<file path="src/design/cilp_pkg.sv">
`timescale 1ns / 1ps
// ----------------------------------------------------------------------------
// cilp_pkg
// shared types and constants of the c integer literal parser
// ----------------------------------------------------------------------------
package cilp_pkg;

  localparam int unsigned ValueWidthDef = 32;
  localparam int unsigned OutWidth      = 32;

  typedef enum logic [4:0] {
    PH_START  = 5'b00001,
    PH_SIGN   = 5'b00010,
    PH_ZERO   = 5'b00100,
    PH_HEXPFX = 5'b01000,
    PH_BODY   = 5'b10000
  } phase_t;

  typedef enum logic [1:0] {
    BASE_NONE = 2'd0,
    BASE_OCT  = 2'd1,
    BASE_DEC  = 2'd2,
    BASE_HEX  = 2'd3
  } base_t;

  typedef struct packed {
    phase_t phase;
    base_t  base;
    logic   neg;
    logic   bad;
  } ctl_t;

  localparam ctl_t CtlReset = '{phase: PH_START, base: BASE_NONE, neg: 1'b0, bad: 1'b0};

  typedef struct packed {
    logic [7:0] ch;
    logic       last;
  } in_t;

  typedef struct packed {
    logic signed [OutWidth-1:0] value;
    logic                       error;
  } out_t;

  localparam logic [7:0] ChPlus  = 8'h2B;
  localparam logic [7:0] ChMinus = 8'h2D;
  localparam logic [7:0] Ch0     = 8'h30;
  localparam logic [7:0] Ch1     = 8'h31;
  localparam logic [7:0] Ch7     = 8'h37;
  localparam logic [7:0] Ch9     = 8'h39;
  localparam logic [7:0] ChUpA   = 8'h41;
  localparam logic [7:0] ChUpF   = 8'h46;
  localparam logic [7:0] ChUpX   = 8'h58;
  localparam logic [7:0] ChLoA   = 8'h61;
  localparam logic [7:0] ChLoF   = 8'h66;
  localparam logic [7:0] ChLoX   = 8'h78;

endpackage

</file>
<file path="src/design/cilp_step.sv">
`timescale 1ns / 1ps
// ----------------------------------------------------------------------------
// cilp_step
// next-state and result logic for one character of a literal
// ----------------------------------------------------------------------------
module cilp_step #(
  parameter int unsigned VALUE_WIDTH = cilp_pkg::ValueWidthDef
) (
  input  cilp_pkg::ctl_t         ctl_cur,
  input  logic [VALUE_WIDTH-1:0] acc_cur,
  input  cilp_pkg::in_t          item,
  output cilp_pkg::ctl_t         ctl_upd,
  output logic [VALUE_WIDTH-1:0] acc_upd,
  output cilp_pkg::out_t         result
);

  logic                          is_dec;
  logic                          is_up;
  logic                          is_lo;
  logic                          is_sign;
  logic [3:0]                    dig;
  logic                          dig_ok;
  logic                          num_start;
  logic [VALUE_WIDTH-1:0]        scaled;
  logic signed [VALUE_WIDTH-1:0] signed_val;

  always_comb begin
    is_dec  = (item.ch >= cilp_pkg::Ch0) && (item.ch <= cilp_pkg::Ch9);
    is_up   = (item.ch >= cilp_pkg::ChUpA) && (item.ch <= cilp_pkg::ChUpF);
    is_lo   = (item.ch >= cilp_pkg::ChLoA) && (item.ch <= cilp_pkg::ChLoF);
    is_sign = (item.ch == cilp_pkg::ChPlus) || (item.ch == cilp_pkg::ChMinus);
    if (is_up) begin
      dig = 4'(item.ch - cilp_pkg::ChUpA + 8'd10);
    end else if (is_lo) begin
      dig = 4'(item.ch - cilp_pkg::ChLoA + 8'd10);
    end else begin
      dig = 4'(item.ch - cilp_pkg::Ch0);
    end
    case (ctl_cur.base)
      cilp_pkg::BASE_OCT: dig_ok = is_dec && (item.ch <= cilp_pkg::Ch7);
      cilp_pkg::BASE_DEC: dig_ok = is_dec;
      cilp_pkg::BASE_HEX: dig_ok = is_dec || is_up || is_lo;
      default:            dig_ok = 1'b0;
    endcase
    case (ctl_cur.base)
      cilp_pkg::BASE_OCT: scaled = acc_cur << 3;
      cilp_pkg::BASE_HEX: scaled = acc_cur << 4;
      default:            scaled = (acc_cur << 3) + (acc_cur << 1);
    endcase
  end

  always_comb begin
    ctl_upd   = ctl_cur;
    acc_upd   = acc_cur;
    num_start = 1'b0;
    if (!ctl_cur.bad) begin
      unique case (ctl_cur.phase)
        cilp_pkg::PH_START: begin
          if (is_sign) begin
            ctl_upd.neg   = (item.ch == cilp_pkg::ChMinus);
            ctl_upd.phase = cilp_pkg::PH_SIGN;
          end else begin
            num_start = 1'b1;
          end
        end
        cilp_pkg::PH_SIGN: begin
          num_start = 1'b1;
        end
        cilp_pkg::PH_ZERO: begin
          if ((item.ch == cilp_pkg::ChLoX) || (item.ch == cilp_pkg::ChUpX)) begin
            ctl_upd.base  = cilp_pkg::BASE_HEX;
            ctl_upd.phase = cilp_pkg::PH_HEXPFX;
          end else if ((item.ch >= cilp_pkg::Ch0) && (item.ch <= cilp_pkg::Ch7)) begin
            ctl_upd.base  = cilp_pkg::BASE_OCT;
            acc_upd       = VALUE_WIDTH'(dig);
            ctl_upd.phase = cilp_pkg::PH_BODY;
          end else begin
            ctl_upd.bad = 1'b1;
          end
        end
        cilp_pkg::PH_HEXPFX, cilp_pkg::PH_BODY: begin
          if (dig_ok) begin
            acc_upd       = scaled + VALUE_WIDTH'(dig);
            ctl_upd.phase = cilp_pkg::PH_BODY;
          end else begin
            ctl_upd.bad = 1'b1;
          end
        end
        default: begin
          ctl_upd.bad = 1'b1;
        end
      endcase
      if (num_start) begin
        if (item.ch == cilp_pkg::Ch0) begin
          ctl_upd.phase = cilp_pkg::PH_ZERO;
        end else if ((item.ch >= cilp_pkg::Ch1) && (item.ch <= cilp_pkg::Ch9)) begin
          ctl_upd.base  = cilp_pkg::BASE_DEC;
          acc_upd       = VALUE_WIDTH'(dig);
          ctl_upd.phase = cilp_pkg::PH_BODY;
        end else begin
          ctl_upd.bad = 1'b1;
        end
      end
    end
  end

  // final value and error flag: the value is negated and sign-extended or truncated to the output width, zero on error
  always_comb begin
    result.error = ctl_upd.bad ||
                   !((ctl_upd.phase == cilp_pkg::PH_BODY) ||
                     (ctl_upd.phase == cilp_pkg::PH_ZERO));
    signed_val   = ctl_upd.neg ? signed'(-acc_upd) : signed'(acc_upd);
    if ((ctl_upd.phase == cilp_pkg::PH_ZERO) || result.error) begin
      result.value = '0;
    end else begin
      result.value = cilp_pkg::OutWidth'(signed_val);
    end
  end

endmodule

</file>
<file path="src/design/c_integer_literal_parser_unit.sv">
`timescale 1ns / 1ps
// ----------------------------------------------------------------------------
// c_integer_literal_parser_unit
// streaming parser of c integer literals, one character per transaction
// ----------------------------------------------------------------------------
// the result is registered into out_data in the cycle after the final character is accepted
// throughput: one character per cycle while in_stall is low, set by the single state update stage
// in_stall is high only while a finished result waits under out_stall
// reset (rst_n low, synchronous) returns to the start of a literal, no result
// ----------------------------------------------------------------------------
module c_integer_literal_parser_unit #(
  parameter int unsigned VALUE_WIDTH = cilp_pkg::ValueWidthDef
) (
  input  logic           clk,
  input  logic           rst_n,
  input  logic           in_valid,
  output logic           in_stall,
  input  cilp_pkg::in_t  in_data,
  output logic           out_valid,
  input  logic           out_stall,
  output cilp_pkg::out_t out_data
);

  cilp_pkg::ctl_t         ctl_r;
  cilp_pkg::ctl_t         ctl_nxt;
  cilp_pkg::ctl_t         ctl_upd;
  logic [VALUE_WIDTH-1:0] acc_r;
  logic [VALUE_WIDTH-1:0] acc_nxt;
  logic [VALUE_WIDTH-1:0] acc_upd;
  cilp_pkg::out_t         result;
  logic                   out_valid_r;
  logic                   out_valid_nxt;
  cilp_pkg::out_t         out_data_r;
  cilp_pkg::out_t         out_data_nxt;
  logic                   accept;

  cilp_step #(
    .VALUE_WIDTH(VALUE_WIDTH)
  ) u_step (
    .ctl_cur(ctl_r),
    .acc_cur(acc_r),
    .item   (in_data),
    .ctl_upd(ctl_upd),
    .acc_upd(acc_upd),
    .result (result)
  );

  assign in_stall  = out_valid_r && out_stall;
  assign accept    = in_valid && !in_stall;
  assign out_valid = out_valid_r;
  assign out_data  = out_data_r;

  always_comb begin
    ctl_nxt       = ctl_r;
    acc_nxt       = acc_r;
    out_valid_nxt = out_valid_r && out_stall;
    out_data_nxt  = out_data_r;
    if (accept) begin
      if (in_data.last) begin
        ctl_nxt       = cilp_pkg::CtlReset;
        acc_nxt       = '0;
        out_valid_nxt = 1'b1;
        out_data_nxt  = result;
      end else begin
        ctl_nxt = ctl_upd;
        acc_nxt = acc_upd;
      end
    end
  end

  always_ff @(posedge clk) begin
    if (!rst_n) begin
      ctl_r       <= cilp_pkg::CtlReset;
      acc_r       <= '0;
      out_valid_r <= 1'b0;
    end else begin
      ctl_r       <= ctl_nxt;
      acc_r       <= acc_nxt;
      out_valid_r <= out_valid_nxt;
    end
  end

  always_ff @(posedge clk) begin
    out_data_r <= out_data_nxt;
  end

  a_stall_only_when_full: assert property (@(posedge clk) disable iff (!rst_n)
    in_stall |-> out_valid_r)
    else $error("input stalled with no result pending");

  a_last_gives_result: assert property (@(posedge clk) disable iff (!rst_n)
    (accept && in_data.last) |=> (out_valid_r && (ctl_r.phase == cilp_pkg::PH_START)))
    else $error("final character did not produce a result and restart");

  a_error_value_zero: assert property (@(posedge clk) disable iff (!rst_n)
    (out_valid_r && out_data_r.error) |-> (out_data_r.value == '0))
    else $error("error result carries a nonzero value");

  a_bad_sticky: assert property (@(posedge clk) disable iff (!rst_n)
    (ctl_r.bad && !(accept && in_data.last)) |=> ctl_r.bad)
    else $error("error flag cleared inside a literal");

endmodule

</file>
<file path="config.mk">
export PLATFORM = sky130hd
export DESIGN_NAME = c_integer_literal_parser_unit
export DESIGN_NICKNAME = d
export VERILOG_FILES = /design/src/design/cilp_pkg.sv /design/src/design/cilp_step.sv /design/src/design/c_integer_literal_parser_unit.sv
export SDC_FILE = /design/constraint.sdc
export NUM_CORES = 1
export LEC_CHECK = 0
export BUFFER_PORTS_ARGS = -buffer_cell sky130_fd_sc_hd__buf_2
export CAP_MARGIN = 20
export CORE_MARGIN = 2
export CORE_UTILIZATION = 35
export CTS_BUF_LIST = sky130_fd_sc_hd__clkbuf_4
export CTS_CLUSTER_DIAMETER = 80
export DETAILED_ROUTE_END_ITERATION = 10
export SYNTH_ARGS = -nofsm -noshare
export SYNTH_HDL_FRONTEND = slang
export SYNTH_SLANG_ARGS = --single-unit
</file>
<file path="constraint.sdc">
create_clock -name clk -period 9.3 [get_ports clk]
set_clock_uncertainty 0.1 [all_clocks]
set_input_delay 1.395 -clock clk [delete_from_list [all_inputs] [get_ports clk]]
set_output_delay 1.395 -clock clk [all_outputs]
set_load 0.005 [all_outputs]
</file>
==> tab_implementation.tex <==
\begin{tabular}{lr}
\hline
Metric & Value \\
\hline
\multicolumn{2}{l}{\textbf{Logic synthesis}} \\
\quad FFs w/ async S/R, synth & 0\% \\
\quad Distinct cells, synth & 103 \\
\quad Mapped Area & around 8000 um\^{}2 \\
\quad Nets in the synthesized netlist & 1067 \\
\quad Number of flip-flops and latches in the synthesized netlist & 75 \\
\quad Share of the yosys chip area belonging to registers & a little under a quarter \\
\quad Number of synthesized flops with an enable pin & 33 \\
\quad Synth warn & 0 \\
\quad Mapped Avg Cell Area & 7.83 um\^{}2 \\
\quad Primary FF master, synth & sky130\_fd\_sc\_hd\_\_dfxtp\_1 \\
\quad Gate Count Post-Synth & 1017 \\
\quad Dominant cells by area after synthesis & sky130\_fd\_sc\_hd\_\_edfxtp\_1 12\%, sky130\_fd\_sc\_hd\_\_dfxtp\_1 11\%, sky130\_fd\_sc\_hd\_\_ha\_1 5.7\% \\
\quad Area fraction of the dominant cell type after synthesis & roughly an eighth \\
\quad Dominant cell type by area after synthesis & sky130\_fd\_sc\_hd\_\_edfxtp\_1 \\
\multicolumn{2}{l}{\textbf{Routing}} \\
\quad Iteration-0 DRC count of the detailed router & $\sim$570 \\
\quad WL final & roughly 23 mm \\
\quad Count of antenna-violating nets left after detailed routing & 0 \\
\quad Router iterations before antenna repair & 5 \\
\quad Vias & around 7800 \\
\quad Per-cell via count in the routed design & approximately 5.9 \\
\quad DRC violation count after routing & 0 \\
\quad Average detailed-routed wire length per instance & 17.4 um \\
\multicolumn{2}{l}{\textbf{Final layout}} \\
\quad Most common cell after layout, fill and taps aside & sky130\_fd\_sc\_hd\_\_nand2\_1 \\
\quad Count of fill cells added during filler insertion & 2333 \\
\quad Flip-flop and latch area & around 1800 um\^{}2 \\
\quad Layout area overhead & 8.02\% \\
\quad Commonest cells after routing, fill and taps aside & 105 x sky130\_fd\_sc\_hd\_\_nand2\_1, 86 x sky130\_fd\_sc\_hd\_\_nor2\_1, 78 x sky130\_fd\_sc\_hd\_\_a21oi\_1 \\
\quad Multi-input combinational cell area & 5850 um\^{}2 \\
\quad Share of layout cells above drive strength 1 & between 10\% and 20\% \\
\quad Net count, final & 1085 \\
\multicolumn{2}{l}{\textbf{Critical path}} \\
\quad Timing startpoint of the critical path & in\_data[1] \\
\quad Crit-path cells & buf\_2 -> inv\_1 -> ha\_1 -> and2\_1 -> nor3\_1 -> nor2\_1 -> mux2\_2 -> ha\_1 -> ha\_1 -> a21oi\_1 -> a21bo\_2 -> xor2\_1 -> o31ai\_1 -> nor4\_1 -> nand4\_1 -> nor4\_2 -> a41oi\_4 -> nor2\_1 -> a31oi\_1 -> xnor2\_1 -> nor2\_1 \\
\quad Worst-path fanout max & 6 \\
\quad Required time of the critical path & 9390 ps \\
\quad Standard cell with the maximum stage delay on the critical path & sky130\_fd\_sc\_hd\_\_nor4\_2 \\
\quad Critical Path Source Type & input port \\
\quad CP Data Arrival Time & between 6000 and 7000 ps \\
\quad Number of cell instances on the worst register-to-register path & 16 \\
\quad Launching point of the worst reg2reg path & acc\_r[0]\$\_SDFFE\_PN0P\_ \\
\quad End of the worst register-to-register path & out\_data[27]\$\_SDFFCE\_PP0P\_ \\
\quad CP Capture Point & out\_data[31]\$\_SDFFCE\_PP0P\_ \\
\quad Worst Setup Path Type & input port to flop \\
\quad Critical path buffers and inverters & 2 \\
\quad Gate family responsible for the most delay along the worst path & simple AND/OR/NAND/NOR gates \\
\quad Stages on the worst setup path & 21 \\
\quad Internal reg-to-reg setup slack & approximately 4000 ps \\
\quad Maximum single-stage delay on the critical path & slightly above 500 ps \\
\quad Critical Path Sink Type & flop \\
\multicolumn{2}{l}{\textbf{Outcome}} \\
\quad Outcome & completed \\
\multicolumn{2}{l}{\textbf{Clock tree}} \\
\quad Clock-pin transition on the worst setup and hold timing paths & 130 ps \\
\quad Num CTS Buffers & 9 \\
\quad Clock insertion delay at the later pin of the skew report & approximately 450 ps \\
\quad CTS tree & done \\
\quad CTS hold repair buffers & 0 \\
\quad Number of buffers on the longest clock path & 2 \\
\quad PostCTS Resize Cnt & 0 \\
\quad Clock tree root driver cell & sky130\_fd\_sc\_hd\_\_clkbuf\_4 \\
\quad Number of H-tree levels & 3 \\
\quad Post-CTS Repair Setup Buffers & 0 \\
\quad Sinks on Clock Net & 75 \\
\multicolumn{2}{l}{\textbf{Floorplanning}} \\
\quad Height of the die & around 150 um \\
\quad Die Width & 155 um \\
\quad Effective utilization at floorplan & 35.4\% \\
\quad Rows & 55 \\
\quad Placeable core region & 22500 um\^{}2 \\
\quad Full die area & around 24000 um\^{}2 \\
\quad Number of placed I/O pins & 48 \\
\multicolumn{2}{l}{\textbf{Global routing}} \\
\quad Global-route wire length before repair & roughly 38 mm \\
\quad Largest net degree at the start of global routing & between 60 and 70 \\
\quad Overall routing resource usage & 19.3\% \\
\quad Residual overflow from global routing & 0 \\
\quad Antenna violations before repair & 1 \\
\quad Vias in the first global route & 7485 \\
\multicolumn{2}{l}{\textbf{Placed design}} \\
\quad Total half-perimeter wirelength after legalization and detailed placement & between 15 and 20 mm \\
\quad PortBufs & 47 \\
\quad Weighted congestion at the end of routability-driven global placement & approximately 0.90 \\
\multicolumn{2}{l}{\textbf{Worst hold path}} \\
\quad Class of the tightest hold or removal check & flop to flop \\
\multicolumn{2}{l}{\textbf{STA}} \\
\quad Share of the clock period used by the worst path & between 60\% and 70\% \\
\quad Actual slew at the worst max-slew pin & about 890 ps \\
\quad Final-layout setup total negative slack & 0 ps \\
\quad Pins Over Slew Limit & 0 \\
\quad Final hold violation count & 0 \\
\quad Period minus WS final & approximately 6100 ps \\
\quad Max Clk Rate & $\sim$170 MHz \\
\quad Slew headroom & approximately two fifths \\
\quad RSZ-0062 raised after global routing & false \\
\quad Count of endpoints failing setup in the final report & 0 \\
\multicolumn{2}{l}{\textbf{Pwr}} \\
\quad Power per standard cell area & around 75 nW/um\^{}2 \\
\quad Post-layout power & roughly 640 uW \\
\quad LEAKAGE & between 2 and 3 nW \\
\quad IR Drop Worst-Case VDD & between 60 and 70 uV \\
\multicolumn{2}{l}{\textbf{Run}} \\
\quad Max Cap Viol & 0 \\
\hline
\end{tabular}
## registers in the layout (all words and copies together) (netlist names)
| register | cells |
|---|---|
| acc_r | 32 |
| ctl_r | 9 |
| out_data | 33 |
| out_valid | 1 |
## layout make-up
cell class	count	share of cell area, %
Multi-Input combinational cell	870	68.0
Sequential cell	75	21.3
Tap cell	285	4.15
Timing Repair Buffer	58	3.75
Clock inverter	6	0.931
Inverter	21	0.917
Clock buffer	10	0.873
Antenna cell	1	0.0291
## routing by layer
metal	routed length, um	GRT usage [%]
met3	1160	2.91
met5	0	0
met2	11500	34.4
met4	324	3.48
met1	10100	24.8
## power by group
part / total (mW) / switching (mW) / internal, mW
clock network: 0.231 / 0.121 / 0.110
logic: 0.0589 / 0.0399 / 0.0190
registers: 0.352 / 0.00348 / 0.348
total: 0.641 / 0.164 / 0.477
## Yosys cell counts (4+ instances only)
cell type	instances
sky130_fd_sc_hd__ha_1	36
sky130_fd_sc_hd__nand2b_1	14
sky130_fd_sc_hd__o21a_1	9
sky130_fd_sc_hd__xor2_1	21
sky130_fd_sc_hd__nor4_2	4
sky130_fd_sc_hd__buf_2	8
sky130_fd_sc_hd__clkbuf_1	31
sky130_fd_sc_hd__o21bai_1	9
sky130_fd_sc_hd__nand2_1	105
sky130_fd_sc_hd__a32o_1	4
sky130_fd_sc_hd__nand3_1	24
sky130_fd_sc_hd__nand4_1	15
sky130_fd_sc_hd__xnor2_1	34
sky130_fd_sc_hd__mux2_2	8
sky130_fd_sc_hd__nor4_1	8
sky130_fd_sc_hd__a22o_1	6
sky130_fd_sc_hd__a21o_1	13
sky130_fd_sc_hd__and3_1	12
sky130_fd_sc_hd__mux2i_1	22
sky130_fd_sc_hd__a2111oi_0	5
sky130_fd_sc_hd__and2_1	25
sky130_fd_sc_hd__o31ai_1	12
sky130_fd_sc_hd__a21oi_1	79
sky130_fd_sc_hd__inv_1	21
sky130_fd_sc_hd__o21ai_1	9
sky130_fd_sc_hd__nor2_1	87
sky130_fd_sc_hd__a31oi_1	7
sky130_fd_sc_hd__and4_1	4
sky130_fd_sc_hd__a22oi_1	32
sky130_fd_sc_hd__buf_1	7
sky130_fd_sc_hd__o211ai_1	13
sky130_fd_sc_hd__a21boi_0	4
sky130_fd_sc_hd__nor3b_1	6
sky130_fd_sc_hd__or3_1	11
sky130_fd_sc_hd__a211oi_2	5
sky130_fd_sc_hd__nor3_2	4
sky130_fd_sc_hd__nor2b_1	38
sky130_fd_sc_hd__dfxtp_1	42
sky130_fd_sc_hd__nor3_1	24
sky130_fd_sc_hd__o21ai_0	67
sky130_fd_sc_hd__a2111oi_2	4
sky130_fd_sc_hd__o22ai_1	6
sky130_fd_sc_hd__edfxtp_1	33
## through the flow
step | setup slack (ps) | hold WS (ps) | std cells | utilization, % | instance area [um^2]
2_1_floorplan | 3580 | 403 | 1017 | - | 7960
3_3_place_gp | 2790 | 428 | 1308 | 37.5 | 8430
3_5_place_dp | 2700 | 436 | 1308 | 37.5 | 8430
4_1_cts | 3200 | 463 | 1324 | 38.1 | 8580
5_1_grt | 2840 | 514 | 1326 | 38.2 | 8600
6_report | 3250 | 460 | 1326 | 38.2 | 8600
## tightest hold or removal path: stages, from the launching register on
cell and delay, ps:
sky130_fd_sc_hd__dfxtp_1 350, sky130_fd_sc_hd__a22oi_1 80, sky130_fd_sc_hd__nor2b_1 100
## cells by family (layout without fill, tap and decap cells)
family | after synthesis | count (layout) | share of synthesized area, %
compound gates | 341 | 341 | 30.3
fa+ha+maj | 37 | 37 | 5.91
xor+xnor | 55 | 55 | 6.05
simple gates | 407 | 407 | 27.1
flops | 75 | 75 | 23.0
other cells | 0 | 1 | 0
buf+inv | 72 | 95 | 3.74
mux | 30 | 30 | 3.90
## how the worst min path moves through the flow
stage                           start                     end  slack (ps)  cells after the start
2_1_floorplan  acc_r[31]$_SDFFE_PN0P_  acc_r[31]$_SDFFE_PN0P_         400                      2
3_3_place_gp   acc_r[31]$_SDFFE_PN0P_  acc_r[31]$_SDFFE_PN0P_         430                      2
3_5_place_dp   acc_r[31]$_SDFFE_PN0P_  acc_r[31]$_SDFFE_PN0P_         440                      2
4_1_cts        acc_r[31]$_SDFFE_PN0P_  acc_r[31]$_SDFFE_PN0P_         460                      2
5_1_grt          out_valid$_SDFF_PN0_    out_valid$_SDFF_PN0_         510                      2
6_report       acc_r[31]$_SDFFE_PN0P_  acc_r[31]$_SDFFE_PN0P_         460                      2
Note: power is estimated with default switching activity, not from simulation.
